===== src/design/rgbd_pixel_to_point_defines.svh =====
// Assertion macros for the pixel-to-point block.
// Included by the top level; no other dependencies.
`ifndef RGBD_PIXEL_TO_POINT_DEFINES_SVH
`define RGBD_PIXEL_TO_POINT_DEFINES_SVH
`ifndef NO_ASSERTIONS
`define RGBD_NEVER(lbl, cond, msg) \
	lbl: assert property (@(posedge clk) disable iff (!arst_n) !(cond)) else $error(msg);
`define RGBD_HOLDS(lbl, prop, msg) \
	lbl: assert property (@(posedge clk) disable iff (!arst_n) prop) else $error(msg);
`else
`define RGBD_NEVER(lbl, cond, msg)
`define RGBD_HOLDS(lbl, prop, msg)
`endif
`endif


===== src/design/rgbd_pkg.sv =====
// Shared types and constants for the pixel-to-point block.
// No dependencies.
package rgbd_pkg;

	localparam int FRAME_WIDTH_DEF = 1920;

	localparam int PIX_W      = 12;
	localparam int EDGE_W     = PIX_W + 2;
	localparam int CFG_IDX_W  = 3;
	localparam int CFG_DATA_W = 25;

	localparam int MID_DEPTH = 4;
	localparam int OUT_DEPTH = 8;
	localparam int BACK_LAT  = 6;
	localparam int INFL_W    = $clog2(BACK_LAT + 1);

	typedef enum logic [CFG_IDX_W-1:0] {
		REG_PRINCIPAL_X     = 3'd0,
		REG_PRINCIPAL_Y     = 3'd1,
		REG_INV_FOCAL_X     = 3'd2,
		REG_INV_FOCAL_Y     = 3'd3,
		REG_INV_DEPTH_SCALE = 3'd4,
		REG_COLUMN_TRIM     = 3'd5,
		REG_ALPHA_THRESHOLD = 3'd6
	} cfg_reg_t;

	localparam logic [15:0] RST_PRINCIPAL_X     = 16'd15573;
	localparam logic [15:0] RST_PRINCIPAL_Y     = 16'd8264;
	localparam logic [24:0] RST_INV_FOCAL_X     = 25'd15983;
	localparam logic [24:0] RST_INV_FOCAL_Y     = 25'd16016;
	localparam logic [16:0] RST_INV_DEPTH_SCALE = 17'd6554;
	localparam logic [10:0] RST_COLUMN_TRIM     = 11'd300;
	localparam logic [7:0]  RST_ALPHA_THRESHOLD = 8'd10;

	typedef struct packed {
		logic [15:0] principal_x;
		logic [15:0] principal_y;
		logic [24:0] inv_focal_x;
		logic [24:0] inv_focal_y;
		logic [16:0] inv_depth_scale;
		logic [10:0] column_trim;
		logic [7:0]  alpha_threshold;
	} cfg_t;

	typedef struct packed {
		logic [15:0]      depth_raw;
		logic [7:0]       color_first;
		logic [7:0]       color_second;
		logic [7:0]       color_third;
		logic [7:0]       alpha_level;
		logic [PIX_W-1:0] pixel_column;
		logic [PIX_W-1:0] pixel_row;
	} pixel_t;

	typedef struct packed {
		logic [23:0]        point_forward;
		logic signed [31:0] point_right;
		logic signed [31:0] point_up;
		logic [7:0]         out_first;
		logic [7:0]         out_second;
		logic [7:0]         out_third;
	} point_t;

	typedef struct packed {
		logic   valid;
		pixel_t word;
	} kept_t;

endpackage


===== src/design/rgbd_front.sv =====
// Front end: takes pixels and masks out the ones that give no point.
// Depends on rgbd_pkg.
module rgbd_front #(
	parameter int FRAME_WIDTH = rgbd_pkg::FRAME_WIDTH_DEF
) (
	input  logic            clk,
	input  logic            arst_n,
	input  rgbd_pkg::cfg_t  cfg,
	input  logic            push,
	input  rgbd_pkg::pixel_t pixel,
	output logic            full,
	input  logic            ready,
	output rgbd_pkg::kept_t kept
);
	localparam int EW = rgbd_pkg::EDGE_W;

	logic                 valid_s1;
	rgbd_pkg::pixel_t     word_s1;
	logic signed [EW-1:0] right_edge;
	logic                 keep;
	logic                 accept;

	assign right_edge = EW'(FRAME_WIDTH) - $signed(EW'(cfg.column_trim));

	assign keep = (pixel.depth_raw != '0)
		&& (pixel.alpha_level >= cfg.alpha_threshold)
		&& !pixel.pixel_row[0]
		&& ({1'b0, pixel.pixel_column} >= {2'b0, cfg.column_trim})
		&& ($signed(EW'(pixel.pixel_column)) < right_edge)
		&& (pixel.pixel_column[0] == cfg.column_trim[0]);

	assign full   = valid_s1 && !ready;
	assign accept = push && !full;

	always_ff @(posedge clk or negedge arst_n) begin
		if (!arst_n) begin
			valid_s1 <= 1'b0;
		end else if (accept) begin
			valid_s1 <= keep;
		end else if (ready) begin
			valid_s1 <= 1'b0;
		end
	end

	always_ff @(posedge clk) begin
		if (accept) begin
			word_s1 <= pixel;
		end
	end

	assign kept.valid = valid_s1;
	assign kept.word  = word_s1;
endmodule


===== config.mk =====
export PLATFORM = sky130hd
export DESIGN_NAME = rgbd_front
export DESIGN_NICKNAME = d
export VERILOG_FILES = /design/src/design/rgbd_pixel_to_point_defines.svh /design/src/design/rgbd_pkg.sv /design/src/design/rgbd_front.sv
export SDC_FILE = /design/constraint.sdc
export NUM_CORES = 1
export LEC_CHECK = 0
export BUFFER_PORTS_ARGS = -buffer_cell sky130_fd_sc_hd__buf_2
export CAP_MARGIN = 40
export CORE_AREA = 2 2 105 107
export CTS_CLUSTER_SIZE = 12
export DETAILED_ROUTE_END_ITERATION = 12
export DIE_AREA = 0 0 107 109
export HOLD_SLACK_MARGIN = 0.02
export PLACE_DENSITY_LB_ADDON = 0.2
export SETUP_SLACK_MARGIN = 0.3
export SLEW_MARGIN = 30
export SYNTH_ARGS = -nofsm -noshare
export SYNTH_HDL_FRONTEND = slang
export SYNTH_SLANG_ARGS = --single-unit

===== constraint.sdc =====
create_clock -name clk -period 6.2 [get_ports clk]
set_input_delay 1.24 -clock clk [delete_from_list [all_inputs] [get_ports clk]]
set_output_delay 1.24 -clock clk [all_outputs]
set_load 0.005 [all_outputs]

# == Word-level counts from Yosys, hierarchy flattened ==
# Index checks and enable logic that the tools add are counted.
# word_totals
regBits,73
input_bits,194
output_inout_bits,74
wordCells,27
# classes
n_addsub,1
n_lt_le_gt_ge,3
eq_ne,1
mux,2
reduce_logical,12
# op_table
operator,count
nonzero test 16 bit,1
less-than comparator 13 x 12 -> 1 bit,1
greater-or-equal comparator 12 x 11 -> 1 bit,1
subtractor 11 x 11 -> 12 bit (first input constant),1
greater-or-equal comparator 8 bit,1
logical AND 1 bit,7
logical NOT 1 bit,3
two-way mux 1 bit,2
nonzero test 2 bit,1
equality test 1 bit,1

# == Longest topological paths before layout ==
# depth
depth_word,7
mapped_depth,11
depth_no_buf,11

# == Least setup slack after synthesis ==
# OpenSTA, ideal clock, no wires.
# synth_path
kind,input to register
start,input ready
end,register valid_s1
setup_ps,94
t_arrival_ps,3819
required_time_ps,6106
slack_ps,2287
cell_stages,5
n_path_buf,0
cell_sequence,nand2b_1 -> and2_1 -> and4b_1 -> o211ai_2 -> a221oi_2
# synth_via
elab_chain_len,5
elab_cells_between_ends,6
cone_classes,mux (1); reduce/logical (5)
# synth_lines
item,line,text
from (decl),rgbd_front.sv:12,"input logic ready,"
logical NOT 1 bit *,rgbd_front.sv:32,assign full = valid_s1 && !ready;
logical AND 1 bit *,rgbd_front.sv:32,
logical NOT 1 bit *,rgbd_front.sv:33,assign accept = push && !full;
logical AND 1 bit *,rgbd_front.sv:33,
via accept,rgbd_front.sv:21,logic accept;
two-way mux 1 bit or nonzero test 2 bit (tied branches),-,
to (signal assigned),rgbd_front.sv:39,valid_s1 <= keep;
to (decl),rgbd_front.sv:17,logic valid_s1;
# The timed path passes the listed nets; every way through them passes the cells marked *.
# A chain may end at the register's enable or synchronous reset.

# == Worst setup path in the final report ==
# layout_path
start,input cfg[13] (netlist name)
end,register valid_s1
# layout_via
elab_chain_len,5
elab_cells_between_ends,7
cone_classes,add/sub (1); order compare (2); mux (1); reduce/logical (3)
# layout_lines
item,line,text
from (decl),rgbd_front.sv:8,"input rgbd_pkg::cfg_t cfg,"
subtractor 11 x 11 -> 12 bit or greater-or-equal comparator 12 x 11 -> 1 bit (tied branches),"rgbd_front.sv:23, rgbd_front.sv:28",
less-than comparator 13 x 12 -> 1 bit or logical AND 1 bit (tied branches),"rgbd_front.sv:29, rgbd_front.sv:28",
logical AND 1 bit *,rgbd_front.sv:29,&& ($signed(EW'(pixel.pixel_column)) < right_edge)
logical AND 1 bit *,rgbd_front.sv:30,&& (pixel.pixel_column[0] == cfg.column_trim[0]);
two-way mux 1 bit *,rgbd_front.sv:38,end else if (accept) begin
# Mark *: on every way between the ends. The rest lies on a longest branch, timed or not.

==> results.toml <==
[run_status]
status = "finished clean"

[finish]
drive_gt1_share_pct = 49.21
fillers = 1033
area_growth_pct = 41.32
nNetsFinal = 601

[clock_tree]
cts_buffers = 9
postCtsSetupRepairBufs = 0
cts-root-buf = "clkbuf_8"
cts.path.max_buffers = 2
cts_resized = 0
clock_latency_ps = 340
cts_hold_buf = 0
clk_pin_slew_worst_paths_ps = 80
cts_tree = "built"
clock_sinks = 73
htree_levels = 3

[route]
wirelength_um = 8628
via_count = 2335
viasPerCell = 4.431
drt_iter0_markers = 89
dr.pass1.iters = 4
wl_per_cell_um = 16.37
drc = 0
ant_nets = 0

[synth]
yosysTopAreaCell = "edfxtp_1"
yosysUniqueCellTypes = 30
yosysMostFrequentCell = "edfxtp_1"
yosysSeqAreaShare_pct = 70.26
synth.area.top_cells = "edfxtp_1 (69%), ha_1 (12%), inv_1 (2.7%)"
yosysTopAreaCellShare_pct = 69.45
synth_nets = 422
ys_ff_latch = 73
synth.avg_cell_area_um2 = 15.72
synth_cells = 198
synth_common_cells = "edfxtp_1 (72), ha_1 (30), inv_1 (22)"
netlist_area_um2 = 3113
synth_edf_count = 72
ys_async_sr_fraction_pct = 1.370
synth_ff_type = "edfxtp_1"
ys.warnings.count = 0

[sta]
clock_skew_ps = 5.976
hold_viol_final = 0
slew_viol_final = 0
finalCriticalPeriod_ps = 3513
finalSetupViolations = 0
setup-tns-final_ps = 0
rsz0062_at_grt = "false"
fmax_mhz = 284.7
holdWs_ps = 659.4
period_share_pct = 56.66
relSlewSlack_pct = 56.90
tightest_slew_ps = 630.2

[power]
p_leak_nw = 1.985
ir_worst_vdd_uv = 106.7
power.density_nw_per_um2 = 264.5
p_total_w = 0.001163

[floorplanning]
start_util_pct = 29.36
io_pins = 268
row_count = 38
die_w_um = 107
core-area_um2 = 10600
die_h_um = 109
die_area_um2 = 11660

[setup_path]
max_stage_delay_ps = 500
cp_num_buf_inv = 1
worstSetupEndpointType = "flop"
rr_worst_depth = 6
startpoint_type = "input port"
path_cells = "buf_2 > nor4_1 > nand2_1 > o2111ai_1 > xnor2_1 > ha_1 > or4b_1 > a21oi_1 > and4b_1 > o211ai_2 > a221oi_2"
crit_arrival_ps = 3770
required_ps = 6460
crit_cells = 11
cp_slowest_cell = "nor4_1"
crit_fanout = 3
criticalPathCategory = "in -> reg"
path_delay_family = "simple AND/OR/NAND/NOR gates"

[global_routing]
grt_first_pass_wirelength_um = 12630
grt_usage_pct = 14.98
grt_pass1_vias = 2378
grt.overflow.total = 0
antenna_found_initial = 11
grt_max_degree = 43

[flow_run]
cap_violations = 0

[placed_design]
io_buffers = 168
dp_hpwl_um = 7106
place_congestion = 0.8129

[min_path]
hp-class = "in -> async"
[final timing paths]
| check | start | endpoint | slack [ps] |
|---|---|---|---|
| max | cfg[13] | valid_s1$_DFFE_PN0P_ | 2690 |
| min reg2reg | valid_s1$_DFFE_PN0P_ | valid_s1$_DFFE_PN0P_ | 700 |
| min in group clk | valid_s1$_DFFE_PN0P_ | valid_s1$_DFFE_PN0P_ | 700 |
| min | arst_n | valid_s1$_DFFE_PN0P_ | 660 |
| max reg2reg | valid_s1$_DFFE_PN0P_ | valid_s1$_DFFE_PN0P_ | 4150 |
| max in group asynchronous | arst_n | valid_s1$_DFFE_PN0P_ | 5450 |
[through the flow]
step	cells	util [%]	worst slack [ps]	instance area, um2
floorplan	198	-	2287	3113
global placement	505	38.90	2377	4124
detailed placement	506	39.08	2329	4144
CTS	522	41.37	2692	4387
global route	522	41.37	2566	4387
finish	527	41.49	2687	4399
[logic make-up after synthesis]
logic type      Yosys count  share of synthesized area [%]
buf+inv                  23                          2.894
compound gates           23                          4.984
fa+ha+maj                30                          12.06
xor+xnor                  9                          2.532
simple gates             40                          7.275
flops                    73                          70.26
[placed cells by master, fill, tap and decap left out]
| cell | instances |
|---|---|
| nor2b_1 | 2 |
| ha_1 | 30 |
| clkbuf_1 | 1 |
| diode_2 | 5 |
| nand2_1 | 6 |
| o2111ai_1 | 2 |
| nor3_1 | 4 |
| clkinv_4 | 1 |
| nand3_1 | 6 |
| clkbuf_8 | 9 |
| o211ai_2 | 1 |
| edfxtp_1 | 72 |
| nor4_1 | 5 |
| dfrtp_1 | 1 |
| inv_6 | 1 |
| clkinvlp_4 | 1 |
| a21o_1 | 1 |
| nand2b_1 | 3 |
| nor2_1 | 2 |
| buf_12 | 1 |
| o31ai_1 | 1 |
| or2_2 | 1 |
| inv_1 | 22 |
| or4b_1 | 1 |
| nand4_1 | 5 |
| a31oi_1 | 2 |
| a21oi_1 | 9 |
| and4b_1 | 1 |
| buf_2 | 168 |
| and3_1 | 2 |
| nor3b_1 | 1 |
| and2_4 | 1 |
| xnor2_1 | 8 |
| a221oi_2 | 1 |
| xor2_1 | 1 |
| bufinv_16 | 3 |
| o21ai_0 | 4 |
| a2111oi_0 | 2 |
[where the power goes]
| part | leakage, nW | switching, W | internal, W | total (W) |
|---|---|---|---|---|
| clock | 0.117 | 0.000182 | 0.000270 | 0.000451 |
| sequential | 0.718 | 0.00000563 | 0.000573 | 0.000579 |
| combinational | 1.15 | 0.0000698 | 0.0000633 | 0.000133 |
| total | 1.99 | 0.000257 | 0.000906 | 0.00116 |
[area by class of cell]
cell class                 instances  area [um2]  share of cell area, %
inverter                          22       82.58                  1.877
multi-input combinational        102       838.3                  19.06
tap                              140       175.2                  3.982
clock buffer                      10       127.6                  2.901
antenna                            5       12.51                 0.2844
timing repair buffer             169       860.8                  19.57
clock inverter                     6       115.1                  2.617
sequential                        73        2187                  49.72
[layer usage]
layer | track usage (%) | up-vias | part of all wire (%)
met5 | 0 | - | 0.96
met4 | 5.288 | 12 | 1.1
met3 | 9.922 | 22 | 16
met2 | 22.29 | 133 | 42
met1 | 17.34 | 1044 | 41
li1 | - | 1124 | -
[state kept, by name (all words and copies together), names as in the netlist]
register  cells
kept         72
valid_s1      1
[worst register-to-register path: cells and delay by family (launching register included)]
family	cells	cell delay [ps]
AOI/OAI and AO/OA	2	370
buffers and inverters	1	300
DFF	1	410
and+or+nand+nor	3	880
(Power assumes the default switching activity.)
