<file path="src/design/rgbd_pixel_to_point_defines.svh">
// Assertion macros for the pixel-to-point block.
// Included by the top level; no other dependencies.
`ifndef RGBD_PIXEL_TO_POINT_DEFINES_SVH
`define RGBD_PIXEL_TO_POINT_DEFINES_SVH
`ifndef NO_ASSERTIONS
`define RGBD_NEVER(lbl, cond, msg) \
	lbl: assert property (@(posedge clk) disable iff (!arst_n) !(cond)) else $error(msg);
`define RGBD_HOLDS(lbl, prop, msg) \
	lbl: assert property (@(posedge clk) disable iff (!arst_n) prop) else $error(msg);
`else
`define RGBD_NEVER(lbl, cond, msg)
`define RGBD_HOLDS(lbl, prop, msg)
`endif
`endif

</file>
<file path="src/design/rgbd_fifo.sv">
// Small register queue used between the front, the back and the output.
// No dependencies.
module rgbd_fifo #(
	parameter int WIDTH = 8,
	parameter int DEPTH = 4
) (
	input  logic                       clk,
	input  logic                       arst_n,
	input  logic                       wr,
	input  logic [WIDTH-1:0]           wdata,
	input  logic                       rd,
	output logic [WIDTH-1:0]           rdata,
	output logic                       full,
	output logic                       empty,
	output logic [$clog2(DEPTH+1)-1:0] count
);
	localparam int AW = $clog2(DEPTH);
	localparam int CW = $clog2(DEPTH + 1);

	logic [WIDTH-1:0] mem_q [DEPTH];
	logic [AW-1:0]    wptr_q, rptr_q;
	logic [CW-1:0]    count_q;

	function automatic logic [AW-1:0] nxt(input logic [AW-1:0] p);
		return (p == AW'(DEPTH - 1)) ? '0 : p + AW'(1);
	endfunction

	always_ff @(posedge clk) begin
		if (wr) begin
			mem_q[wptr_q] <= wdata;
		end
	end

	always_ff @(posedge clk or negedge arst_n) begin
		if (!arst_n) begin
			wptr_q  <= '0;
			rptr_q  <= '0;
			count_q <= '0;
		end else begin
			if (wr) begin
				wptr_q <= nxt(wptr_q);
			end
			if (rd) begin
				rptr_q <= nxt(rptr_q);
			end
			count_q <= count_q + CW'(wr) - CW'(rd);
		end
	end

	assign rdata = mem_q[rptr_q];
	assign full  = (count_q == CW'(DEPTH));
	assign empty = (count_q == '0);
	assign count = count_q;
endmodule

</file>
<file path="config.mk">
export PLATFORM = sky130hd
export DESIGN_NAME = rgbd_fifo
export DESIGN_NICKNAME = d
export VERILOG_FILES = /design/src/design/rgbd_pixel_to_point_defines.svh /design/src/design/rgbd_fifo.sv
export SDC_FILE = /design/constraint.sdc
export NUM_CORES = 1
export LEC_CHECK = 0
export ABC_AREA = 1
export BUFFER_PORTS_ARGS = -buffer_cell sky130_fd_sc_hd__buf_2
export CAP_MARGIN = 20
export CORE_AREA = 3 3 55 77
export DETAILED_ROUTE_END_ITERATION = 7
export DIE_AREA = 0 0 58 80
export PLACE_DENSITY = 0.8
export SLEW_MARGIN = 20
export SYNTH_ARGS = -nofsm -noshare
export SYNTH_HDL_FRONTEND = slang
export SYNTH_SLANG_ARGS = --single-unit
</file>
<file path="constraint.sdc">
create_clock -name clk -period 2 [get_ports clk]
set_clock_uncertainty 0.2 [all_clocks]
set_input_delay 0.4 -clock clk [delete_from_list [all_inputs] [get_ports clk]]
set_output_delay 0.4 -clock clk [all_outputs]
set_load 0.01 [all_outputs]
</file>
**Yosys cells after proc, flatten, opt, wreduce, memory -nomap -nowiden**

Memory sizes are Yosys's and may differ from the RTL's.
Index checks and enable logic that the tools add are counted.

- Flip-flop bits (word level): 7
- Memory bits (writable): 32
- Input bits: 12
- Output and inout port bits: 13
- Logic and storage cells: 16
- Memories kept: 1

Memory list:

| name | words | width | read ports | clocked after Yosys merged registers in | wr ports | RTL line | text |
|---|---|---|---|---|---|---|---|
| mem_q | 4 | 8 | 1 | 0 | 1 | rgbd_fifo.sv:20 | `logic [WIDTH-1:0] mem_q [DEPTH];` |

- Add/sub/neg operators: 4
- Eq/ne operators: 3
- Multiplexer cells: 4
- Reductions and logical operators: 1

Operator list:

| operator | count |
|---|---|
| $add A2 B1 Y2 const B | 2 |
| $eq A2 B2 Y1 const B | 2 |
| $mux W2 | 2 |
| $add A3 B1 Y3 | 1 |
| $eq A3 B3 Y1 const B | 1 |
| $logic_not A3 Y1 | 1 |
| $sub A3 B1 Y3 | 1 |
| $mux W1 | 2 |

**Depth between registers and ports, before layout**

Gate-level depths: netlist (run 1).

- Depth in word-level cells: 2
- Gate-level depth with buffers: 10
- Depth with buffers taken out: 10

**Least setup slack after synthesis (run 1)**

OpenSTA, ideal clock, no wires.

- Kind: register to register
- From: reg count_q[0] (netlist: count[0])
- To: reg count_q[2] (netlist: count[2])
- Library setup time: 117 ps
- Data arrival time: 1,521 ps
- Data required time: 1,683 ps
- Path slack: 162 ps
- Stages on the path, launching flop included: 10
- Path buffers: 0
- Clock period less this slack: 1,838 ps
- Cell sequence: dfrtp_1 -> inv_1 -> ha_1 -> inv_1 -> ha_1 -> fa_1 -> inv_1 -> nand2_1 -> nand3_1 -> nand2_1

- Word-level cells in the longest chain between the ends: 2

RTL lines:

| item | RTL line | text |
|---|---|---|
| start: declaration | rgbd_fifo.sv:22 | `logic [CW-1:0] count_q;` |
| start signal: assignment | rgbd_fifo.sv:46 | `count_q <= count_q + CW'(wr) - CW'(rd);` |
| $add A3 B1 Y3 | rgbd_fifo.sv:46 |  |
| $sub A3 B1 Y3 | rgbd_fifo.sv:46 |  |

No other way between the ends.
A chain may end at the register's enable or synchronous reset.

**Worst setup path after layout (run 1)**

- From: reg rptr_q[0]
- To: out rdata[3]

- Word-level cells in the longest chain between the ends: 1

RTL lines:

| item | RTL line | text |
|---|---|---|
| start: declaration | rgbd_fifo.sv:21 | `logic [AW-1:0] wptr_q, rptr_q;` |
| start signal: assignment | rgbd_fifo.sv:44 | `rptr_q <= nxt(rptr_q);` |
| $mem_v2 Z4 W8 | - |  |
| end: declaration | rgbd_fifo.sv:12 | `output logic [WIDTH-1:0] rdata,` |

No other way between the ends.

==> results.md, run 1 <==
- Status: completed
- # port buffers: 24
- Slew Viols, Final: 0
- DR WL/cell: 11.4 um
- Vias: 1155
- CTS tree: done
- Pre-CTS WS: 46.2 ps
- Crit start category: flip-flop
- Min Tclk post-route: 1890 ps
- # rows: 26
- IO Pins: 25
- Core ar.: 3640 um^2
- Starting density of the core: 48.7%
- Gate Count Post-Synth: 175
- Worst-path clk slew: 70 ps
- Synth cell types: 16
- Least-Margin Pin Slew: 407 ps
- GRT Residual Overflow: 0
- DRC: 0
- RD Place Congestion: 0.700
- Min-delay src: wdata[3]
- Synth Net Count: 195
- Largest net degree at the start of global routing: 18
- Clk_lat worst skew: 280 ps
- Final setup fails: 0
- Vias per cell: 4.60
- Initial DRC count: 16
- H-tree depth: 2
- Clock Path Buffers: 2
- Layout area overhead: 15.3%
- Origin of the critical flop-to-flop path: count[0]
- Layout cell share with drive strength beyond 1: 18.7%
- Final hold vios: 0
- Setup WS post-layout: 109 ps
- Max Cap Violations: 0
- Worst Hold Class: primary input to flip-flop
- Leakage power: 1.04 nW
- Die height: 80 um
- Worst setup EP type: output pin
- Routed Antenna Nets: 0
- Final instance area: 2050 um^2
- Worst Path Arrival: 1290 ps
- Syn avg cell area: 10.1 um^2
- Number of synthesized register bits: 39
- Hold_ws: 130 ps
- Global-route wire length before repair: 4.38 mm
- Sequential area share after synthesis: 64.0%
- CTS root buf: clkbuf_8
- Max IR drop VDD: 0.000752 V
- Post-Syn Area: 1780 um^2
- Crit path max fanout: 17
- Clock sinks: 39
- Fmax: 529 MHz
- Vias in the first global route: 1012
- # diodes: 0
- CTS Buf Count: 5
- GRT Util Overall: 13.0%
- Width of the die: 58 um
- Rel. slew slack: 72.9%
- YS warnings: 0
- Wirelength, routed: 2.86 mm
- DP Area: 1940 um^2
- Total power: 0.00261 W
- Die area: 4640 um^2
- Antenna violations before repair: 0
- Kind of critical path: flip-flop to output pin
- Pwr Density: 1270 nW/um^2
- Hpwl dp: 1.99 mm
- Nets@finish: 229
- Setup TNS: 0 ps
- Crit share post-route: 94.6%
- Worst Path Required: 1400 ps
- First-pass DRT Iterations: 4
- Setup crit start: rptr_q[0]
[sequential cells by signal, indices dropped and copies added (netlist names)]
register,count
count,3
mem_q,32
rptr_q,2
wptr_q,2
[layout by cell type, fill, tap and decap left out, types with 2 or more instances in the layout]
cell type | netlist | routed
buf_2 | 1 | 24
ha_1 | 7 | 7
nand2_1 | 53 | 53
clkbuf_8 | 0 | 5
nor3_1 | 2 | 2
edfxtp_1 | 32 | 32
inv_1 | 44 | 44
nor2_1 | 2 | 2
buf_4 | 1 | 6
nand3_1 | 17 | 17
dfrtp_1 | 7 | 6
o21ai_0 | 3 | 3
[layer usage]
| layer | vias up | part of all wire [%] | global-route usage (%) |
|---|---|---|---|
| li1 | 601 | - | - |
| met1 | 528 | 41 | 13.5 |
| met2 | 21 | 54 | 23.1 |
| met3 | 5 | 4.0 | 3.56 |
| met4 | 0 | 1.5 | 7.19 |
| met5 | - | 0 | 0 |
[kinds of logic (layout without fill, tap and decap cells)]
family	count (synthesis)	count (layout)	share of synthesized area, %
adder cells (fa/ha/maj)	8	8	6.06
flip-flops	39	39	64.0
buffers and inverters	50	84	11.8
AO/OA/AOI/OAI	4	4	1.13
AND/OR/NAND/NOR	74	74	17.0
[final cells by class]
| cell class | count | area, um^2 |
|---|---|---|
| fill | 316 | 1600 |
| sequential | 39 | 1140 |
| multi-input combinational | 86 | 429 |
| timing repair buffer | 31 | 175 |
| inverter | 46 | 175 |
| clock buffer | 5 | 68.8 |
| tap | 42 | 52.6 |
| clock inverter | 2 | 8.76 |
[synth_stat cells]
cell type / instances / area, um^2
o21ai_0: 3 / 15.0
buf_6: 2 / 22.5
nand2_1: 53 / 199
fa_1: 1 / 20.0
inv_1: 44 / 165
nor3_1: 2 / 10.0
edfxtp_1: 32 / 961
nand3_1: 17 / 85.1
dfrtp_1: 7 / 175
inv_4: 1 / 6.26
buf_4: 1 / 7.51
nor2_1: 2 / 7.51
inv_2: 1 / 3.75
o21ai_1: 1 / 5.00
buf_2: 1 / 5.00
ha_1: 7 / 87.6
[per-stage QoR]
stage               cells  utilization, %
floorplan             175               -
global placement      240            53.1
detailed placement    240            53.1
CTS                   248            55.6
global route          251            56.2
finish                251            56.2
[where the power goes]
group,internal (W),switching [W]
registers,0.00107,0.000114
clock network,0.000231,0.000225
logic,0.000381,0.000587
total,0.00168,0.000926
[worst paths after layout]
| kind | endpoint | slack, ps | depth (start not counted) |
|---|---|---|---|
| max in group asynchronous | rptr_q[0] | 1150 | 2 |
| max | rdata[3] | 110 | 5 |
| min in group asynchronous | count[0] | 280 | 2 |
| min reg2reg | count[2] | 350 | 2 |
| min | mem_q[1][3] | 130 | 1 |
| max reg2reg | count[2] | 160 | 9 |
[worst max-delay path: stages, from the launching register on]
cell,delay (ps)
dfrtp_2,480
inv_4,180
nand2_1,80
nand3_1,70
nand2_1,70
buf_2,140
[repair_timing]
| action | CTS | global route |
|---|---|---|
| endpoints found under the setup margin | 8 | 2 |
| buffers inserted | 0 | 3 |
| hold endpoints to repair | 7 | 0 |
| hold buffers | 1 | 0 |
| gates resized for setup | 1 | 0 |
(Power assumes the default switching activity.)
==> run 2, diff against run 1 <==
Settings changed: SKIP_LAST_GASP from default to 1.
Clock period 2 ns to 2.21 ns, I/O delays scaled along.
==> run 2 against run 1 <==
Critical path depth stayed put; global-route usage up 0.78 points; first-iteration DRC count grew 120%; sequential power shrank 8%; hold slack better by 42 ps; power is 10% lower; sequential cell count unchanged; sequential share of layout area increased by 0.80 points; via count decreased by 1.4%; clock power shrank 8.1%; non-clock buffer count down 4; critical path type unchanged; critical endpoint is now rdata[1]; highest routed layer unchanged.
==> results.md, run 2 (synthesized netlist as in run 1, its figures left out) <==
- Status: completed (unchanged)
- Final hold vios: 0 (unchanged)
- Layout cell share with drive strength beyond 1: 16.6% (was 18.7%)
- Crit path max fanout: 10 (was 17)
- Worst Path Required: 1570 ps (was 1400 ps)
- Starting density of the core: 48.7% (unchanged)
- # diodes: 0 (unchanged)
- Global-route wire length before repair: 4.58 mm (was 4.38 mm)
- Vias: 1139 (was 1155)
- Layout area overhead: 13.5% (was 15.3%)
- Setup TNS: 0 ps (unchanged)
- First-pass DRT Iterations: 4 (unchanged)
- Cts hold-fix bufs: 1 (unchanged)
- Crit share post-route: 94.9%
- Crit start category: flip-flop (unchanged)
- Core ar.: 3640 um^2 (unchanged)
- Post-CTS Setup Bufs: 0 (unchanged)
- RSZ-0062 raised after global routing: no
- Vias in the first global route: 1097 (was 1012)
- GRT Residual Overflow: 0 (unchanged)
- Max IR drop VDD: 0.000664 V (was 0.000752 V)
- GRT Util Overall: 13.8% (was 13.0%)
- CTS tree: done (unchanged)
- RD Place Congestion: 0.729 (was 0.700)
- Routed Antenna Nets: 0 (unchanged)
- Die height: 80 um (unchanged)
- Worst Hold Class: primary input to flip-flop (unchanged)
- Min Tclk post-route: 2100 ps
- # port buffers: 24 (unchanged)
- CTS Buf Count: 5 (unchanged)
- Biggest register: mem_q (unchanged)
- Final setup fails: 0 (unchanged)
- Worst-path clk slew: 60 ps (was 70 ps)
- Width of the die: 58 um (unchanged)
- Post_cts resized: 0 (was 1)
- Worst setup EP type: output pin (unchanged)
- Initial DRC count: 35 (was 16)
- Antenna violations before repair: 0 (unchanged)
- Vias per cell: 4.61 (was 4.60)
- Max reg flops: 32 (unchanged)
- Die area: 4640 um^2 (unchanged)
- Clk_lat worst skew: 280 ps (about the same)
- DR WL/cell: 11.5 um (was 11.4 um)
- Pwr Density: 1160 nW/um^2 (was 1270 nW/um^2)
- Rel. slew slack: 74.2% (was 72.9%)
- Nets@finish: 225 (was 229)
- Register Area: 1140 um^2 (about the same)
- Slew Viols, Final: 0 (unchanged)
- Hpwl dp: 2.04 mm (was 1.99 mm)
- Setup WS post-layout: 113 ps (was 109 ps)
- Max Cap Violations: 0 (unchanged)
- Largest net degree at the start of global routing: 18 (unchanged)
- Clock Path Buffers: 2 (unchanged)
- Kind of critical path: flip-flop to output pin (unchanged)
- Commonest non-fill, non-tap cell in the layout: nand2_1 (unchanged)
- H-tree depth: 2 (unchanged)
- # rows: 26 (unchanged)
- Commonest non-fill, non-tap cells in the layout: nand2_1 (53), inv_1 (44), edfxtp_1 (32), buf_2 (24), nand3_1 (17) (unchanged)
- Fmax: 477 MHz
- Worst Path Arrival: 1460 ps (was 1290 ps)
- Least-Margin Pin Slew: 386 ps (was 407 ps)
- # fillers: 316 (unchanged)
- Leakage power: 1.02 nW (was 1.04 nW)
- DRC: 0 (unchanged)
- IO Pins: 25 (unchanged)
- Wirelength, routed: 2.83 mm (was 2.86 mm)
- Multi-input logic area: 429 um^2 (unchanged)
- CTS root buf: clkbuf_8 (unchanged)
- Clock sinks: 39 (unchanged)
- Pre-CTS WS: 184 ps (was 46.2 ps)
## run 2: final cells by class
type / count / share of cell area [%]
Sequential cell: 39 / 56.4
Clock buffer: 5 / 3.41
Multi-Input combinational cell: 86 / 21.3
Clock inverter: 2 / 0.435
Inverter: 46 / 8.69
Tap cell: 42 / 2.61
Timing Repair Buffer: 27 / 7.20
## run 2: layer usage
metal | vias to the layer above | global-route usage [%] | share of wire, %
li1 | 596 | - | -
met1 | 514 | 11.8 | 38
met2 | 21 | 26.1 | 55
met3 | 8 | 4.37 | 4.5
met4 | 0 | 8.82 | 3.0
met5 | - | 0 | 0
## run 2: final timing paths
| check | cells after the start | endpoint | slack, ps | from |
|---|---|---|---|---|
| worst min register to register | 2 | count[2] | 350 | count[2] |
| min in group asynchronous | 2 | wptr_q[1] | 330 | arst_n |
| worst min-delay path | 1 | mem_q[1][1] | 170 | wdata[1] |
| worst max register to register | 9 | count[2] | 340 | count[0] |
| worst max-delay path | 5 | rdata[1] | 110 | rptr_q[0] |
| max in group asynchronous | 2 | rptr_q[0] | 1330 | arst_n |
## run 2: per-stage QoR
step | instances | hold slack, ps | total power (W) | cell area (um^2) | utilization [%]
after floorplan | 175 | -53.6 | 0.00166 | 1780 | -
after global placement | 239 | 85.8 | 0.00191 | 1930 | 52.9
after detailed placement | 239 | 82.2 | 0.00195 | 1930 | 52.9
after CTS | 247 | 164 | 0.00237 | 2020 | 55.3
after global routing | 247 | 169 | 0.00253 | 2020 | 55.3
final | 247 | 172 | 0.00235 | 2020 | 55.3
## run 2: power by group
| group | leakage, nW | switching, W | internal (W) | total [W] |
|---|---|---|---|---|
| registers | 0.378 | 0.000111 | 0.000966 | 0.00108 |
| logic | 0.603 | 0.000530 | 0.000320 | 0.000849 |
| clock network | 0.0414 | 0.000210 | 0.000209 | 0.000419 |
| total | 1.02 | 0.000850 | 0.00149 | 0.00235 |
## run 2: critical path, stage by stage (launching register included)
cell and delay (ps):
dfrtp_1 570, buf_4 250, nand2_1 70, nand3_1 90
nand2_1 50, buf_2 130
==> run 3, diff against run 2 <==
Settings changed: ABC_AREA 1 to default, CORE_AREA 3 3 55 77 to 2 2 51 72, DIE_AREA 0 0 58 80 to 0 0 53 74.
==> run 3 against run 2 <==
Worst setup slack lost 10 ps; cell count shrank 38%; non-clock buffer count grew 1.
==> results.md, run 3 <==
- Status: completed (unchanged)
- Sequential area share after synthesis: 72.6% (was 64.0%)
- DR WL/cell: 16.0 um (was 11.5 um)
- Largest net degree at the start of global routing: 12 (was 18)
- WP depth: 3 (was 5)
- H-tree depth: 2 (unchanged)
- Crit path buf inv count: 2 (unchanged)
- Commonest non-fill, non-tap cell in the layout: edfxtp_1 (was nand2_1)
- Slowest stage cell, crit path: mux4_2 (was dfrtp_1)
- Compound-cell area share of the yosys netlist: 0.639% (was 1.13%)
- Final setup fails: 0 (unchanged)
- Synth Net Count: 98 (was 195)
- Antenna violations before repair: 0 (unchanged)
- # port buffers: 24 (unchanged)
- Routed Antenna Nets: 0 (unchanged)
- CTS Buf Count: 5 (unchanged)
- Slew Viols, Final: 0 (unchanged)
- Biggest register: mem_q (unchanged)
- Largest area contributor in the netlist: edfxtp_1 (unchanged)
- Layout area overhead: 17.2% (was 13.5%)
- GRT Residual Overflow: 0 (unchanged)
- Worst Path Required: 1570 ps (about the same)
- Vias: 777 (was 1139)
- Synth top cells by count: edfxtp_1 (32), mux4_2 (8), dfrtp_1 (7), ha_1 (7), inv_1 (6) (was nand2_1 (53), inv_1 (44), edfxtp_1 (32), nand3_1 (17))
- Origin of the critical flop-to-flop path: count[0] (unchanged)
- Max reg flops: 32 (unchanged)
- Crit start category: flip-flop (unchanged)
- RSZ-0062 raised after global routing: no (unchanged)
- Worst Hold Class: primary input to flip-flop (unchanged)
- Largest family of logic cells by synthesized area: multiplexers (was simple AND/OR/NAND/NOR gates)
- Syn avg cell area: 20.1 um^2 (was 10.1 um^2)
- Leakage power: 0.716 nW (was 1.02 nW)
- Commonest non-fill, non-tap cells in the layout: edfxtp_1 (32), buf_2 (24), mux4_2 (8), ha_1 (7) (was nand2_1 (53), inv_1 (44), edfxtp_1 (32), buf_2 (24), nand3_1 (17))
- Synth Flop Type: edfxtp_1 (unchanged)
- CTS root buf: clkbuf_8 (unchanged)
- Synth Area in XOR/XNOR: 1.12% (was 0%)
- Post-Syn Area: 1570 um^2 (was 1780 um^2)
- Clock Path Buffers: 2 (unchanged)
- Setup crit start: rptr_q[0] (unchanged)
- Nets@finish: 131 (was 225)
- Max IR drop VDD: 0.000737 V (was 0.000664 V)
- Delay-heaviest family, CP: multiplexers (was flip-flops)
- R2r worst-path depth: 7 (was 9)
- Pre-CTS WS: 106 ps (was 184 ps)
- Pwr Density: 1240 nW/um^2 (was 1160 nW/um^2)
- # rows: 25 (was 26)
- Worst-path clk slew: 70 ps (was 60 ps)
- # diodes: 0 (unchanged)
- CTS tree: done (unchanged)
- Worst setup EP type: output pin (unchanged)
- Min Tclk post-route: 2110 ps (was 2100 ps)
- Synth cell types: 18 (was 16)
- Hpwl dp: 1.73 mm (was 2.04 mm)
- Setup TNS: 0 ps (unchanged)
- Clk_lat worst skew: 280 ps (about the same)
- Simple-gate share of the synthesized area: 3.36% (was 17.0%)
- Setup WS post-layout: 103 ps (was 113 ps)
- Worst Path Arrival: 1470 ps (was 1460 ps)
- Worst path cell trace: buf_4, mux4_2, buf_2 (was buf_4, nand2_1, nand3_1, nand2_1, buf_2)
- Kind of critical path: flip-flop to output pin (unchanged)
- Die area: 3920 um^2 (was 4640 um^2)
- Global-route wire length before repair: 3.75 mm (was 4.58 mm)
- R2R setup slack: 290 ps (was 340 ps)
- Fmax: 475 MHz (was 477 MHz)
- Most frequent cell after synthesis: edfxtp_1 (was nand2_1)
- Initial DRC count: 15 (was 35)
- Crit path max fanout: 5 (was 10)
- IO Pins: 25 (unchanged)
- DRC: 0 (unchanged)
- Max Cap Violations: 0 (unchanged)
- Post-synthesis mux area share: 12.9% (was 0%)
- Core ar.: 3280 um^2 (was 3640 um^2)
- Vias in the first global route: 860 (was 1097)
- Synth Area in Adders: 6.87% (was 6.06%)
- Layout cell share with drive strength beyond 1: 39.3% (was 16.6%)
- Final hold vios: 0 (unchanged)
- Clock sinks: 39 (unchanged)
- Starting density of the core: 47.7% (was 48.7%)
- Number of synthesized register bits: 39 (unchanged)
- Gate Count Post-Synth: 78 (was 175)
- RR Endpoint: count[2] (unchanged)
- Die height: 74 um (was 80 um)
- GRT Util Overall: 14.5% (was 13.8%)
- Rel. slew slack: 70.6% (was 74.2%)
- Crit share post-route: 95.4% (was 94.9%)
- Worst setup endpoint: rdata[4] (was rdata[1])
- Wirelength, routed: 2.43 mm (was 2.83 mm)
- Async SR Flop Fraction: 17.9% (unchanged)
- First-pass DRT Iterations: 3 (was 4)
- Post-synth EDFFs: 32 (unchanged)
- Area share of the largest cell type after synthesis: 61.4% (was 54.1%)
- Top post-synthesis cells by area: edfxtp_1 (61%), mux4_2 (12%), dfrtp_1 (11%) (was edfxtp_1 (54%), nand2_1 (11%), dfrtp_1 (9.9%))
- Vias per cell: 5.11 (was 4.61)
- RD Place Congestion: 0.715 (was 0.729)
- YS warnings: 0 (unchanged)
- Width of the die: 53 um (was 58 um)
- Least-Margin Pin Slew: 440 ps (was 386 ps)
- Biggest cell delay along the critical path: 510 ps (was 570 ps)
run 3: changes by cell type after synthesis, sizes merged, moves of 2 or more:
cell	before	now
nand2	53	1
inv	46	6
nand3	17	0
mux4	0	8
and2	0	4
buf	4	2
mux2	0	2
o21ai	4	2
run 3: worst min path at each step:
stage / startpoint / to / slack (ps) / cells past startpoint
after floorplan: arst_n / count[0] / -50 / 0
after global placement: arst_n / count[1] / 80 / 1
after detailed placement: arst_n / count[1] / 80 / 1
after CTS: wdata[3] / mem_q[2][3] / 170 / 1
after global routing: wdata[4] / mem_q[3][4] / 170 / 1
final: wdata[3] / mem_q[1][3] / 180 / 1
run 3: cell families after synthesis:
| group | after synthesis |
|---|---|
| buffers and inverters | 8 |
| DFF | 39 |
| adders and majority gates | 8 |
| AOI/OAI and AO/OA | 2 |
| xor gates and xnor gates | 2 |
| muxes | 10 |
| and+or+nand+nor | 9 |
run 3: where the power goes:
| part | switching [W] | internal (W) |
|---|---|---|
| registers | 0.000103 | 0.000971 |
| logic | 0.000367 | 0.000389 |
| clock network | 0.000218 | 0.000221 |
| total | 0.000689 | 0.00158 |
run 3: worst reg2reg max path, cell delays in order (launching register included):
cell	delay, ps
dfrtp_1	360
inv_1	60
ha_1	260
inv_1	40
ha_1	180
fa_1	380
xor2_1	200
xnor2_1	150
run 3: routing by layer:
metal	vias to the layer above	routed length (um)	track usage (%)
met5	-	0	0
met2	14	1430	25.8
met1	395	842	14.1
met3	7	91	4.82
met4	0	65	8.55
li1	361	-	-
run 3: metrics by stage:
stage / hold WS [ps] / instances / cell area, um^2 / utilization, % / power [W]
CTS: 167 / 150 / 1820 / 55.4 / 0.00228
global route: 165 / 152 / 1830 / 55.8 / 0.00242
floorplan: -53.6 / 78 / 1570 / - / 0.00158
global placement: 80.4 / 140 / 1720 / 52.3 / 0.00176
detailed placement: 82.2 / 140 / 1720 / 52.3 / 0.00182
finish: 175 / 152 / 1830 / 55.8 / 0.00227
run 3: final cells by class:
class	instances	area, um^2
inverter	6	22.5
tap	40	50.0
clock buffer	7	76.3
timing repair buffer	28	153
multi-input combinational	31	390
clock inverter	1	5.00
fill	281	1450
sequential	39	1140
run 3: timing repair:
| action | 4_1_cts | 5_1_grt |
|---|---|---|
| gates resized for setup | 1 | 0 |
| pin swaps | 0 | 0 |
| hold buffers | 1 | 0 |
| buffers inserted | 1 | 2 |
| hold endpoints to repair | 7 | 0 |
| endpoints found under the setup margin | 8 | 8 |
